`src/sv/dcte_pkg.sv`:
```
// Shared types and constants of the detector collision time estimator.
package dcte_pkg;

	localparam int NUM_CHANNELS_DEF = 64;

	// Input and result field widths
	localparam int KIND_W    = 2;
	localparam int CHAN_W    = 6;
	localparam int CHAN_EXT_W = 8;
	localparam int RAW_W     = 16;
	localparam int CHAIN_W   = 8;
	localparam int HIT_T_W   = 33;
	localparam int EARLY_W   = 34;
	localparam int SUM_W     = 40;
	localparam int CNT_W     = 7;
	localparam int WIN_W     = 32;
	localparam int STEP_W    = 16;

	// Configuration port
	localparam int CFG_IDX_W  = 3;
	localparam int CFG_DATA_W = 32;

	// Serial divider
	localparam int DIV_NUM_W = 40;
	localparam int DIV_DEN_W = 15;
	localparam int DIV_CNT_W = 6;

	typedef enum logic [KIND_W-1:0] {
		KIND_HIT    = 2'd0,
		KIND_EOE    = 2'd1,
		KIND_OFFSET = 2'd2
	} kind_t;

	typedef enum logic [CFG_IDX_W-1:0] {
		CFG_CHARGE_THR = 3'd0,
		CFG_AMP_THR    = 3'd1,
		CFG_TIME_WIN   = 3'd2,
		CFG_TDC_STEP   = 3'd3,
		CFG_DUMMY_TIME = 3'd4
	} cfg_idx_t;

	typedef enum logic {
		RES_HIT   = 1'b0,
		RES_EVENT = 1'b1
	} res_kind_t;

	typedef struct packed {
		logic busy;
		logic done;
	} div_stat_t;

endpackage

```
`src/sv/dcte_offset_mem.sv`:
```
// Calibration offset memory with per-entry valid bits; unwritten entries read as zero.
module dcte_offset_mem import dcte_pkg::*; #(
	parameter int NUM_CHANNELS = NUM_CHANNELS_DEF
) (
	input  logic                    clk,
	input  logic                    arst_n,
	input  logic                    wr_en,
	input  logic                    rd_en,
	input  logic [CHAN_W-1:0]       chan,
	input  logic signed [RAW_W-1:0] wr_data,
	output logic signed [RAW_W-1:0] rd_data
);

	localparam int IDX_W = (NUM_CHANNELS > 1) ? $clog2(NUM_CHANNELS) : 1;

	logic signed [RAW_W-1:0] mem [NUM_CHANNELS];
	logic [NUM_CHANNELS-1:0] vld_q;
	logic signed [RAW_W-1:0] rd_q;
	logic [CHAN_EXT_W-1:0]   chan_ext;
	logic [IDX_W-1:0]        idx;
	logic                    in_range;

	assign chan_ext = CHAN_EXT_W'(chan);
	assign idx      = chan_ext[IDX_W-1:0];
	assign in_range = {1'b0, chan_ext} < (CHAN_EXT_W+1)'(NUM_CHANNELS);
	assign rd_data  = rd_q;

	always_ff @(posedge clk or negedge arst_n) begin
		if (!arst_n) begin
			vld_q <= '0;
		end else if (wr_en && in_range) begin
			vld_q[idx] <= 1'b1;
		end
	end

	always_ff @(posedge clk) begin
		if (wr_en && in_range) begin
			mem[idx] <= wr_data;
		end
	end

	// Channels beyond the table and entries never written give offset zero
	always_ff @(posedge clk) begin
		if (rd_en) begin
			rd_q <= (in_range && vld_q[idx]) ? mem[idx] : '0;
		end
	end

endmodule

```
`src/sv/dcte_div.sv`:
```
// Restoring serial divider, one quotient bit per cycle.
module dcte_div import dcte_pkg::*; (
	input  logic                 clk,
	input  logic                 arst_n,
	input  logic                 start,
	input  logic [DIV_NUM_W-1:0] dividend,
	input  logic [DIV_DEN_W-1:0] divisor,
	output logic [DIV_NUM_W-1:0] quotient,
	output div_stat_t            stat
);

	localparam logic [DIV_CNT_W-1:0] LAST_STEP = DIV_CNT_W'(DIV_NUM_W - 1);

	logic [DIV_DEN_W-1:0] rem_q;
	logic [DIV_NUM_W-1:0] quo_q;
	logic [DIV_DEN_W-1:0] den_q;
	logic [DIV_CNT_W-1:0] cnt_q;
	logic                 busy_q;
	logic                 done_q;
	logic [DIV_DEN_W:0]   trial;
	logic [DIV_DEN_W:0]   diff;
	logic                 ge;

	assign trial    = {rem_q, quo_q[DIV_NUM_W-1]};
	assign ge       = trial >= {1'b0, den_q};
	assign diff     = trial - {1'b0, den_q};
	assign quotient = quo_q;
	assign stat     = '{busy: busy_q, done: done_q};

	always_ff @(posedge clk or negedge arst_n) begin
		if (!arst_n) begin
			rem_q  <= '0;
			quo_q  <= '0;
			den_q  <= '0;
			cnt_q  <= '0;
			busy_q <= 1'b0;
			done_q <= 1'b0;
		end else if (start) begin
			rem_q  <= '0;
			quo_q  <= dividend;
			den_q  <= divisor;
			cnt_q  <= '0;
			busy_q <= 1'b1;
			done_q <= 1'b0;
		end else if (busy_q) begin
			rem_q <= ge ? diff[DIV_DEN_W-1:0] : trial[DIV_DEN_W-1:0];
			quo_q <= {quo_q[DIV_NUM_W-2:0], ge};
			cnt_q <= cnt_q + 1'b1;
			if (cnt_q == LAST_STEP) begin
				busy_q <= 1'b0;
				done_q <= 1'b1;
			end
		end else begin
			done_q <= 1'b0;
		end
	end

endmodule

```
`src/sv/detector_collision_time_estimator.sv`:
```
// Top level: hit calibration datapath, event accumulators and end-of-event sequencer.
// Channel hit: offset read on acceptance, product in S_HIT_MUL, result loads in S_HIT_UPD.
// End of event: result loads in S_EOE_OUT, after the earliest time (rounded and shifted in
// S_EOE_MAG) and two divider passes of 40 steps each, with setup in S_EOE_MAG and S_EOE_DIV.
// Offset writes and ignored kinds give no result; input stalls outside S_IDLE and on a held result.
// Async active-low reset restores config defaults, clears event state and offset valid bits.
module detector_collision_time_estimator import dcte_pkg::*; #(
	parameter int NUM_CHANNELS = NUM_CHANNELS_DEF
) (
	input  logic                        clk,
	input  logic                        arst_n,
	// request input
	input  logic                        in_valid,
	output logic                        in_stall,
	input  logic [KIND_W-1:0]           kind,
	input  logic [CHAN_W-1:0]           channel_id,
	input  logic signed [RAW_W-1:0]     cfd_count,
	input  logic signed [RAW_W-1:0]     amplitude,
	input  logic [CHAIN_W-1:0]          chain_bits,
	input  logic                        flags_good,
	input  logic signed [RAW_W-1:0]     offset_value,
	// result output
	output logic                        out_valid,
	input  logic                        out_stall,
	output logic                        result_kind,
	output logic [CHAN_W-1:0]           out_channel,
	output logic signed [HIT_T_W-1:0]   hit_time,
	output logic signed [RAW_W-1:0]     hit_charge,
	output logic [CHAIN_W-1:0]          out_chain_bits,
	output logic signed [RAW_W-1:0]     time_first,
	output logic signed [RAW_W-1:0]     time_mean,
	output logic signed [RAW_W-1:0]     time_mean_selected,
	// configuration write
	input  logic                        cfg_valid,
	output logic                        cfg_ready,
	input  logic [CFG_IDX_W-1:0]        cfg_index,
	input  logic [CFG_DATA_W-1:0]       cfg_data
);

	typedef enum logic [2:0] {
		S_IDLE,
		S_HIT_MUL,
		S_HIT_UPD,
		S_EOE_MAG,
		S_EOE_DIV,
		S_EOE_WAIT,
		S_EOE_OUT
	} state_t;

	// Which event time the divider is working on
	typedef enum logic [1:0] {
		SEL_FIRST = 2'd0,
		SEL_MEAN  = 2'd1,
		SEL_TIGHT = 2'd2
	} sel_t;

	localparam logic signed [EARLY_W-1:0] EARLY_RESET = {1'b0, {(EARLY_W-1){1'b1}}};
	localparam logic [CNT_W-1:0]          COUNT_MAX   = '1;

	// Configuration registers
	logic signed [RAW_W-1:0] charge_thr_q;
	logic signed [RAW_W-1:0] amp_thr_q;
	logic [WIN_W-1:0]        time_win_q;
	logic [STEP_W-1:0]       tdc_step_q;
	logic signed [RAW_W-1:0] dummy_time_q;

	// Sequencer and item registers
	state_t                      state_q;
	sel_t                        sel_q;
	logic [CHAN_W-1:0]           chan_q;
	logic signed [RAW_W-1:0]     cfd_q;
	logic signed [RAW_W-1:0]     amp_q;
	logic [CHAIN_W-1:0]          chain_q;
	logic                        good_q;
	logic signed [HIT_T_W-1:0]   prod_q;

	// Event state
	logic signed [EARLY_W-1:0]   early_q;
	logic signed [SUM_W-1:0]     rsum_q;
	logic [CNT_W-1:0]            rcnt_q;
	logic signed [SUM_W-1:0]     tsum_q;
	logic [CNT_W-1:0]            tcnt_q;

	// End-of-event operands and results
	logic [DIV_NUM_W-1:0]        mag_q;
	logic                        neg_q;
	logic signed [RAW_W-1:0]     tf_q;
	logic signed [RAW_W-1:0]     tm_q;
	logic signed [RAW_W-1:0]     ts_q;

	// Output register
	logic                        out_valid_q;
	logic                        res_kind_q;
	logic [CHAN_W-1:0]           out_chan_q;
	logic signed [HIT_T_W-1:0]   hit_time_q;
	logic signed [RAW_W-1:0]     hit_charge_q;
	logic [CHAIN_W-1:0]          out_chain_q;
	logic signed [RAW_W-1:0]     out_tf_q;
	logic signed [RAW_W-1:0]     out_tm_q;
	logic signed [RAW_W-1:0]     out_ts_q;

	logic                        in_acc;
	logic                        out_free;
	logic                        out_load;
	logic signed [RAW_W-1:0]     offset_rd;
	logic signed [RAW_W:0]       diff;
	logic signed [2*RAW_W+1:0]   prod_full;
	logic [HIT_T_W-1:0]          t_mag;
	logic                        hit_counts;
	logic                        in_win;
	logic                        rel_add;
	logic                        tight_add;
	logic signed [EARLY_W-1:0]   t_ext;
	logic signed [SUM_W-1:0]     sel_num;
	logic [CNT_W-1:0]            sel_cnt;
	logic [DIV_NUM_W-1:0]        sel_mag;
	logic [DIV_NUM_W-1:0]        first_quo;
	logic [DIV_NUM_W-1:0]        div_dividend;
	logic [DIV_DEN_W-1:0]        div_divisor;
	logic [DIV_NUM_W-1:0]        div_quo;
	logic                        div_start;
	div_stat_t                   div_stat;
	logic signed [RAW_W-1:0]     sat_res;

	// Round-half-away magnitude quotient to a saturated signed 16-bit time
	function automatic logic signed [RAW_W-1:0] sat_time(
		input logic [DIV_NUM_W-1:0] q,
		input logic                 neg
	);
		logic signed [RAW_W-1:0] r;
		if (!neg) begin
			r = (q > DIV_NUM_W'(32767)) ? 16'sh7FFF : q[RAW_W-1:0];
		end else begin
			r = (q > DIV_NUM_W'(32768)) ? 16'sh8000 : RAW_W'(~q[RAW_W-1:0] + 1'b1);
		end
		return r;
	endfunction

	assign in_stall  = (state_q != S_IDLE);
	assign in_acc    = in_valid && !in_stall;
	assign out_free  = !out_valid_q || !out_stall;
	assign out_load  = out_free && ((state_q == S_HIT_UPD) || (state_q == S_EOE_OUT));
	assign cfg_ready = 1'b1;

	assign out_valid          = out_valid_q;
	assign result_kind        = res_kind_q;
	assign out_channel        = out_chan_q;
	assign hit_time           = hit_time_q;
	assign hit_charge         = hit_charge_q;
	assign out_chain_bits     = out_chain_q;
	assign time_first         = out_tf_q;
	assign time_mean          = out_tm_q;
	assign time_mean_selected = out_ts_q;

	dcte_offset_mem #(
		.NUM_CHANNELS(NUM_CHANNELS)
	) u_offset_mem (
		.clk    (clk),
		.arst_n (arst_n),
		.wr_en  (in_acc && (kind == KIND_OFFSET)),
		.rd_en  (in_acc && (kind == KIND_HIT)),
		.chan   (channel_id),
		.wr_data(offset_value),
		.rd_data(offset_rd)
	);

	// Hit time: (cfd - offset) * tdc_step, exact in 33 bits
	assign diff      = (RAW_W+1)'(cfd_q) - (RAW_W+1)'(offset_rd);
	assign prod_full = diff * $signed({1'b0, tdc_step_q});

	// Qualification of the registered hit time
	assign t_mag      = prod_q[HIT_T_W-1] ? HIT_T_W'(-prod_q) : HIT_T_W'(prod_q);
	assign hit_counts = amp_q > charge_thr_q;
	assign in_win     = t_mag < {1'b0, time_win_q};
	assign rel_add    = hit_counts && good_q && in_win && (rcnt_q != COUNT_MAX);
	assign tight_add  = hit_counts && good_q && in_win && (amp_q > amp_thr_q)
	                    && (tcnt_q != COUNT_MAX);
	assign t_ext      = EARLY_W'(prod_q);

	// Operand selection; the earliest time bypasses the divider
	always_comb begin
		case (sel_q)
			SEL_FIRST: begin
				sel_num = SUM_W'(early_q);
				sel_cnt = '0;
			end
			SEL_MEAN: begin
				sel_num = rsum_q;
				sel_cnt = rcnt_q;
			end
			SEL_TIGHT: begin
				sel_num = tsum_q;
				sel_cnt = tcnt_q;
			end
			default: begin
				sel_num = '0;
				sel_cnt = '0;
			end
		endcase
	end

	assign sel_mag   = sel_num[SUM_W-1] ? DIV_NUM_W'(-sel_num) : DIV_NUM_W'(sel_num);
	// Earliest time in ps: add half of 256, then shift out the 1/256 fraction
	assign first_quo = (sel_mag + DIV_NUM_W'(128)) >> 8;

	// Add half the divisor for rounding away from zero
	assign div_dividend = mag_q + DIV_NUM_W'({sel_cnt, 7'b0});
	assign div_divisor  = {sel_cnt, 8'b0};
	assign div_start    = (state_q == S_EOE_DIV);
	assign sat_res      = sat_time(div_quo, neg_q);

	dcte_div u_div (
		.clk     (clk),
		.arst_n  (arst_n),
		.start   (div_start),
		.dividend(div_dividend),
		.divisor (div_divisor),
		.quotient(div_quo),
		.stat    (div_stat)
	);

	// Configuration writes; unknown indexes drop
	always_ff @(posedge clk or negedge arst_n) begin
		if (!arst_n) begin
			charge_thr_q <= '0;
			amp_thr_q    <= '0;
			time_win_q   <= '1;
			tdc_step_q   <= STEP_W'(3333);
			dummy_time_q <= 16'sh8000;
		end else if (cfg_valid && cfg_ready) begin
			case (cfg_index)
				CFG_CHARGE_THR: charge_thr_q <= cfg_data[RAW_W-1:0];
				CFG_AMP_THR:    amp_thr_q    <= cfg_data[RAW_W-1:0];
				CFG_TIME_WIN:   time_win_q   <= cfg_data[WIN_W-1:0];
				CFG_TDC_STEP:   tdc_step_q   <= cfg_data[STEP_W-1:0];
				CFG_DUMMY_TIME: dummy_time_q <= cfg_data[RAW_W-1:0];
				default: ;
			endcase
		end
	end

	// Sequencer, event state and output register
	always_ff @(posedge clk or negedge arst_n) begin
		if (!arst_n) begin
			state_q      <= S_IDLE;
			sel_q        <= SEL_FIRST;
			chan_q       <= '0;
			cfd_q        <= '0;
			amp_q        <= '0;
			chain_q      <= '0;
			good_q       <= 1'b0;
			prod_q       <= '0;
			early_q      <= EARLY_RESET;
			rsum_q       <= '0;
			rcnt_q       <= '0;
			tsum_q       <= '0;
			tcnt_q       <= '0;
			mag_q        <= '0;
			neg_q        <= 1'b0;
			tf_q         <= '0;
			tm_q         <= '0;
			ts_q         <= '0;
			out_valid_q  <= 1'b0;
			res_kind_q   <= RES_HIT;
			out_chan_q   <= '0;
			hit_time_q   <= '0;
			hit_charge_q <= '0;
			out_chain_q  <= '0;
			out_tf_q     <= '0;
			out_tm_q     <= '0;
			out_ts_q     <= '0;
		end else begin
			// Load a new result when one is emitted, drop it once the sink takes it
			if (out_load) begin
				out_valid_q <= 1'b1;
			end else if (!out_stall) begin
				out_valid_q <= 1'b0;
			end

			case (state_q)
				S_IDLE: begin
					if (in_acc) begin
						chan_q  <= channel_id;
						cfd_q   <= cfd_count;
						amp_q   <= amplitude;
						chain_q <= chain_bits;
						good_q  <= flags_good;
						case (kind)
							KIND_HIT: state_q <= S_HIT_MUL;
							KIND_EOE: begin
								sel_q   <= SEL_FIRST;
								state_q <= S_EOE_MAG;
							end
							default: state_q <= S_IDLE;
						endcase
					end
				end

				S_HIT_MUL: begin
					prod_q  <= prod_full[HIT_T_W-1:0];
					state_q <= S_HIT_UPD;
				end

				// Hold until the output register is free, then update and emit together
				S_HIT_UPD: begin
					if (out_free) begin
						if (hit_counts && (t_ext < early_q)) begin
							early_q <= t_ext;
						end
						if (rel_add) begin
							rsum_q <= rsum_q + SUM_W'(prod_q);
							rcnt_q <= rcnt_q + 1'b1;
						end
						if (tight_add) begin
							tsum_q <= tsum_q + SUM_W'(prod_q);
							tcnt_q <= tcnt_q + 1'b1;
						end
						res_kind_q   <= RES_HIT;
						out_chan_q   <= chan_q;
						hit_time_q   <= prod_q;
						hit_charge_q <= amp_q;
						out_chain_q  <= chain_q;
						out_tf_q     <= '0;
						out_tm_q     <= '0;
						out_ts_q     <= '0;
						state_q      <= S_IDLE;
					end
				end

				S_EOE_MAG: begin
					neg_q <= sel_num[SUM_W-1];
					mag_q <= sel_mag;
					if (sel_q == SEL_FIRST) begin
						// Earliest time needs only a divide by 256: round and shift here
						tf_q  <= sat_time(first_quo, sel_num[SUM_W-1]);
						sel_q <= SEL_MEAN;
					end else begin
						state_q <= S_EOE_DIV;
					end
				end

				S_EOE_DIV: begin
					state_q <= S_EOE_WAIT;
				end

				S_EOE_WAIT: begin
					if (div_stat.done) begin
						case (sel_q)
							SEL_MEAN: begin
								tm_q    <= sat_res;
								sel_q   <= SEL_TIGHT;
								state_q <= S_EOE_MAG;
							end
							default: begin
								ts_q    <= sat_res;
								state_q <= S_EOE_OUT;
							end
						endcase
					end
				end

				// Emit the event times, then clear the event state
				S_EOE_OUT: begin
					if (out_free) begin
						res_kind_q   <= RES_EVENT;
						out_chan_q   <= '0;
						hit_time_q   <= '0;
						hit_charge_q <= '0;
						out_chain_q  <= '0;
						out_tf_q     <= (rcnt_q != '0) ? tf_q : dummy_time_q;
						out_tm_q     <= (rcnt_q != '0) ? tm_q : dummy_time_q;
						out_ts_q     <= (tcnt_q != '0) ? ts_q : dummy_time_q;
						early_q      <= EARLY_RESET;
						rsum_q       <= '0;
						rcnt_q       <= '0;
						tsum_q       <= '0;
						tcnt_q       <= '0;
						state_q      <= S_IDLE;
					end
				end

				default: state_q <= S_IDLE;
			endcase
		end
	end

endmodule

```
`config.mk`:
```
export PLATFORM = sky130hd
export DESIGN_NAME = detector_collision_time_estimator
export DESIGN_NICKNAME = d
export VERILOG_FILES = /design/src/sv/dcte_pkg.sv /design/src/sv/dcte_offset_mem.sv /design/src/sv/dcte_div.sv /design/src/sv/detector_collision_time_estimator.sv
export SDC_FILE = /design/constraint.sdc
export NUM_CORES = 2
export LEC_CHECK = 0
export BUFFER_PORTS_ARGS = -buffer_cell sky130_fd_sc_hd__clkbuf_2
export CELL_PAD_IN_SITES_DETAIL_PLACEMENT = 1
export CELL_PAD_IN_SITES_GLOBAL_PLACEMENT = 2
export CORE_MARGIN = 2
export CORE_UTILIZATION = 39
export DETAILED_ROUTE_END_ITERATION = 6
export PLACE_DENSITY = 0.75
export SLEW_MARGIN = 20
export SYNTH_ARGS = -nofsm -noshare
export SYNTH_HDL_FRONTEND = slang
export SYNTH_SLANG_ARGS = --single-unit
```
`constraint.sdc`:
```
create_clock -name clk -period 8.3 [get_ports clk]
set_input_delay 1.66 -clock clk [delete_from_list [all_inputs] [get_ports clk]]
set_output_delay 1.66 -clock clk [all_outputs]
set_load 0.005 [all_outputs]
```
Word-level counts from Yosys, hierarchy flattened --
Memories as Yosys holds them, arrays and structs flattened. A register that Yosys moved wholly into a read port is not among the register bits. Cells that the tools add are included.
Storage, ports and cells: register bits after elaboration 645, RAM bits 1024, memories kept 1
Cells by class: add/subtract/negate cells 13, multipliers 1, order comparisons 12, equal/unequal tests 31, mux-type cells 86, bitwise operators 4, reduce and logical (&&, ||, !) cells 45
Memory list:
- u_offset_mem.mem | words 64, width 16, rd ports 1, clocked after memory_dff 1, write ports 1, RTL line dcte_offset_mem.sv:16 | logic signed [RAW_W-1:0] mem [NUM_CHANNELS];
Operators with widths (count):
- $mux W40 | 8
- $mux W16 | 14
- $pmux W40 S2 | 2
- $pmux W16 S2 | 4
- $pmux W40 S3 | 1
- $mux W34 | 3
- $mux W33 | 3
- $add A40 B33 Y40 | 2
- $pmux W34 S2 | 1
- $pmux W33 S2 | 1
- $or A64 B64 Y64 | 1
- $mux W15 | 3
- $pmux W7 S2 | 3
- $add A40 B14 Y40 | 1
- $add A40 B8 Y40 const B | 1
- $gt A40 B15 Y1 const B | 1
- $gt A40 B16 Y1 const B | 1
- $neg A40 Y40 | 1
- $mux W7 | 5
- $lt A33 B34 Y1 | 1
- $lt A33 B32 Y1 | 1
- $mul A17 B17 Y33 | 1
- $neg A33 Y33 | 1
- $add A16 B1 Y16 const B | 2
- 48 further kinds | 130

Longest topological paths before layout --
word-level depth 9, gate-level depth with buffers 41, mapped depth without buffers 40

Hierarchy --
From an unflattened synthesis, not the netlist that was laid out.
Second synthesis, totals: cells, all modules 7794, area, all modules 90858.4 µm²
By module, submodules not included:
- detector_collision_time_estimator | times used 1, cells each 4959, area an instance 43510.5 µm²
- dcte_offset_mem | times used 1, cells each 2383, area an instance 43102.6 µm²
- dcte_div | times used 1, cells each 452, area an instance 4245.3 µm²

Worst setup path after synthesis --
OpenSTA, ideal clock, no wires.
path kind register to register, start point reg cfd_q[0], end point reg prod_q[32], arrival time 8.550 ns, data required time 8.164 ns, setup slack -0.386 ns, cell stages (with the launch flop) 40, cell sequence dfrtp_1 inv_1 ha_1 inv_1 fa_1 a21o_1 a21oi_1 o21ai_0 a21oi_1 o21ai_0 a41oi_1 a211oi_1 o32ai_1 clkbuf_1 nand2_1 inv_1 fa_1 inv_1 (+4 left out) fa_1 inv_1 fa_1 inv_1 ha_1 a21oi_1 nor2_1 o21a_1 o21ai_0 nand2b_1 a21oi_1 o2111ai_1 a31o_2 a21oi_1 o21bai_1 a21oi_1 xnor2_1 o21ai_0
On the way: word-level cells in the longest chain between the ends 2
Ends and longest elaborated chain:
- from (decl) | RTL line detector_collision_time_estimator.sv:71 | logic signed [RAW_W-1:0] cfd_q;
- from (signal assigned) | RTL line detector_collision_time_estimator.sv:284 | cfd_q <= cfd_count;
- $sub A16 B16 Y17 | RTL line detector_collision_time_estimator.sv:168 | assign diff = (RAW_W+1)'(cfd_q) - (RAW_W+1)'(offset_rd);
- $mul A17 B17 Y33 | RTL line detector_collision_time_estimator.sv:169 | assign prod_full = diff * $signed({1'b0, tdc_step_q});
- to (signal assigned) | RTL line detector_collision_time_estimator.sv:300 | prod_q <= prod_full[HIT_T_W-1:0];
- to (decl) | RTL line detector_collision_time_estimator.sv:75 | logic signed [HIT_T_W-1:0] prod_q;
Every way passes these cells. A chain may end at the register's enable or synchronous reset.

Worst setup path after layout --
start point reg cfd_q[1], end point reg prod_q[32]
Same word-level chain as after synthesis.

==> run summary <==
The run finished, with violations left. The final reports fail on setup timing. The worst path in the final design needs a cycle of 8560 ps, including I/O delays and setup. For the pin with the worst max-slew slack, the measured transition is 1320 ps. The number of failing setup endpoints in the final timing report was 11; the total grt overflow was 0. Setup repair after global routing could not meet its margin everywhere. In this run the standard cell core region covers 0.220 mm^2.

The die covers 0.225 mm^2. The initial antenna violation count was 7; the final net count was 8497. During I/O placement, the number of pins put on the boundary was 220. The worst max-slew margin expressed relative to the limit was 0.111. For the worst flop-to-flop path, the logic depth is 41. CTS built an H-tree with a depth of 4. The final cycle utilization of the critical path is 1.03. The worst hold path begins at u_offset_mem.vld_q[56]. In this run the core area contains 172 standard-cell rows. Counting the fill cells in the layout gives 23200.

In this run the remaining antenna-violating nets after routing total 0. The largest individual stage delay along the critical path comes from the cell fa_1. The commonest cells after synthesis are edfxtp_1, nand2_1, dfrtp_1.

For this block, the initial DRC count from the detailed router was 4551. The pre-antenna-repair detailed-routing pass consisted of 7 iterations. Worst hold endpoint: u_offset_mem.vld_q[56]. The run gives 0.257 as the overall routing resource usage. The critical path starts at cfd_q[1]. The tree is rooted in a clkbuf_16.

By startpoint and endpoint, the worst setup path is classified as flip-flop to flip-flop. The starting utilization of the core area was 0.392; the layout-stage area growth over the synthesis result was 15.6%. The share of synthesized registers carrying an async set or reset was 0.383. The tools report the final count of hold timing violations as 0. Among the stages of the critical path, the cell type that occurs most often is fa_1. The number of max-cap violations was 0. The vertical die dimension came out at 474 um. The largest single stage delay on the critical path is 530 ps.

The peak fanout along the critical path is 6, and the top-area cell type share of the netlist area is 0.363. The tools report the worst flop-to-flop path startpoint as cfd_q[1]. The worst setup margin came out at -259 ps. Sequential fraction of the synthesis area: 0.551.

The tools report the post-cts hold buffer count as 0. After detailed routing, the number of vias per cell comes to 5.72. Hold path depth: 1.

The via count of the first global-routing pass was 66700. Timing would allow up to 117 MHz. The most used flip-flop cell after synthesis is edfxtp_1. The clock arrives with 54.9 ps of skew. The first global-routing pass estimated 434 mm of wire.

In this run, synthesis inferred 1040 flip-flops with an integrated enable. Summed over all instances, the cell type with the most area after synthesis is edfxtp_1. The synthesized area per cell came out at 11.7 um^2. Share of layout cells above drive strength 1: 0.166. The count of state elements after synthesis came out at 1685.

After clock tree synthesis, the clock-pin slew on the worst setup and hold paths is 60 ps. With fillers left out, the area of the finished cells amounts to 0.0996 mm^2. The final route contains 62100 vias. The routed length per placed instance is 26.6 um, and the total area of multi-input combinational cells is 0.0358 mm^2. In this run the cell area measured after placement is 0.0925 mm^2. The tree built by TritonCTS fans out to 1685 sinks. Wires add up to 289 mm.

By area the synthesized netlist is led by edfxtp_1, dfrtp_1, fa_1. The maximum number of pins on one net before global-route repair is 165, and the half-perimeter wire length of the detailed placement result is 194 mm. For the worst setup path, the data required time is 8990 ps. Synthesis instantiated 98 different standard cells from the library. STA classifies the critical path startpoint as a flip-flop. TritonCTS built the clock tree. The final weighted congestion in routability-driven placement is 0.872. The number of cells produced by synthesis is 7382. Synthesis produced a netlist with a net count of 8066. No sink is reached through more buffers than the 3 on the longest clock path.

STA classifies the critical path endpoint as a flip-flop. In this run the worst hold path is classified as flip-flop to flip-flop. The arrival time reported for the critical path endpoint is 9250 ps, and the number of pins with negative max-slew slack in the final report is 0. Count of input and output buffers: 218.

For flop-to-flop paths, the worst setup slack is -260 ps. The CTS buffer count is 185, and the clock latency of the later-clocked register in the worst-skew pair is 880 ps. The summed instance area of the synthesized netlist was 0.0861 mm^2; the width of the die was 474 um. After detailed placement, the design holds a cell count of 10400. In this run the critical register-to-register path is captured at prod_q[32]. The filler-free cell count of the finished design is 10800.

Summing all flip-flop and latch instances after layout gives 0.0475 mm^2. For this run, the number of Yosys warnings is 0. In the routed design, unresolved DRC markers number 0. In the post-synthesis netlist, the cell with the most instances is edfxtp_1.
[area by class of cell]
cell class | instances | share of cell area
diodes | 6 | 0.000151
clock buffers | 246 | 0.0504
clock inverters | 99 | 0.0103
inverters | 568 | 0.0214
multi-input cells | 4734 | 0.359
flip-flops and latches | 1685 | 0.477
well taps | 2871 | 0.0361
repair buffers | 639 | 0.0458
[worst max-delay path by stage]
stage                       endpoint
after global placement    prod_q[32]
after CTS                 prod_q[25]
after floorplan           prod_q[32]
final                     prod_q[32]
after global routing      prod_q[31]
after detailed placement  prod_q[32]
[per-layer routing]
| metal | vias to the layer above | GRT usage | routed length [um] |
|---|---|---|---|
| met5 | - | 0 | 0 |
| met4 | 0 | 0.105 | 12800 |
| met3 | 473 | 0.0348 | 14700 |
| met2 | 1701 | 0.448 | 144000 |
| met1 | 32200 | 0.320 | 118000 |
| li1 | 27700 | - | - |
[sequential cells by signal (all words and copies together) (netlist names), 33 cells and up]
name and flops:
prod_q 33, hit_time 33, mag_q 40, u_div.quotient 40
early_q 34, u_offset_mem.vld_q 64, rsum_q 40, tsum_q 40
u_offset_mem.mem 1024
[repair_timing]
item,CTS,global route
gates resized for setup,92,77
setup endpoints to repair,16,16
setup buffers,31,20
pin swaps,88,87
[stage by stage]
step                      TNS [ps]  hold WS (ps)  utilization  worst slack [ps]
after floorplan                  0           440            -              10.4
after global placement       -8500           450        0.421              -809
after detailed placement    -11860           456        0.421             -1050
after CTS                    -1310           470        0.451              -217
after global routing         -6000           480        0.454              -732
final                        -1500           468        0.454              -259
[cell families (layout without fill, tap and decap cells)]
logic type               count (synthesis)  after routing  share of synthesized area
AO/OA/AOI/OAI                         1822           1822                      0.145
flip-flops                            1685           1685                      0.551
buffers and inverters                  963           1552                     0.0428
XOR/XNOR                               235            235                     0.0239
other                                    1              7                  0.0000435
AND/OR/NAND/NOR                       1920           1920                      0.108
multiplexers                           177            177                     0.0216
adder cells (fa/ha/maj)                579            579                      0.108
[critical path, delay by kind of cell (launching register included)]
kind,cells,cell delay (ps)
compound gates,22,3540
simple gates,4,350
fa+ha+maj,8,3430
buf+inv,6,500
flops,1,420
xor+xnor,1,140
[cells in the final DEF, fill, tap and decap left out, types with 60 or more instances in the layout]
| cell | synthesis | routed |
|---|---|---|
| nor3_1 | 67 | 60 |
| fa_1 | 269 | 258 |
| nand3_1 | 110 | 110 |
| a21o_1 | 79 | 79 |
| a221oi_1 | 98 | 98 |
| mux2i_1 | 108 | 108 |
| nand2b_1 | 101 | 100 |
| ha_1 | 310 | 291 |
| buf_4 | 3 | 384 |
| xnor2_1 | 154 | 152 |
| xor2_1 | 81 | 79 |
| nor2_1 | 276 | 268 |
| nand2_1 | 789 | 783 |
| a21oi_1 | 223 | 204 |
| o21ai_0 | 446 | 429 |
| clkbuf_16 | 0 | 186 |
| or2_2 | 85 | 85 |
| mux2_2 | 68 | 68 |
| edfxtp_1 | 1040 | 1040 |
| and2_1 | 148 | 135 |
| clkbuf_2 | 0 | 216 |
| inv_1 | 567 | 552 |
| a22oi_1 | 366 | 366 |
| nand4_1 | 81 | 81 |
| a31oi_1 | 125 | 125 |
| a22o_1 | 125 | 125 |
| dfstp_2 | 71 | 71 |
| dfrtp_1 | 574 | 571 |
Power is not shown: default switching activity piles up to over one toggle a cycle in this logic, so the estimate is an artifact.
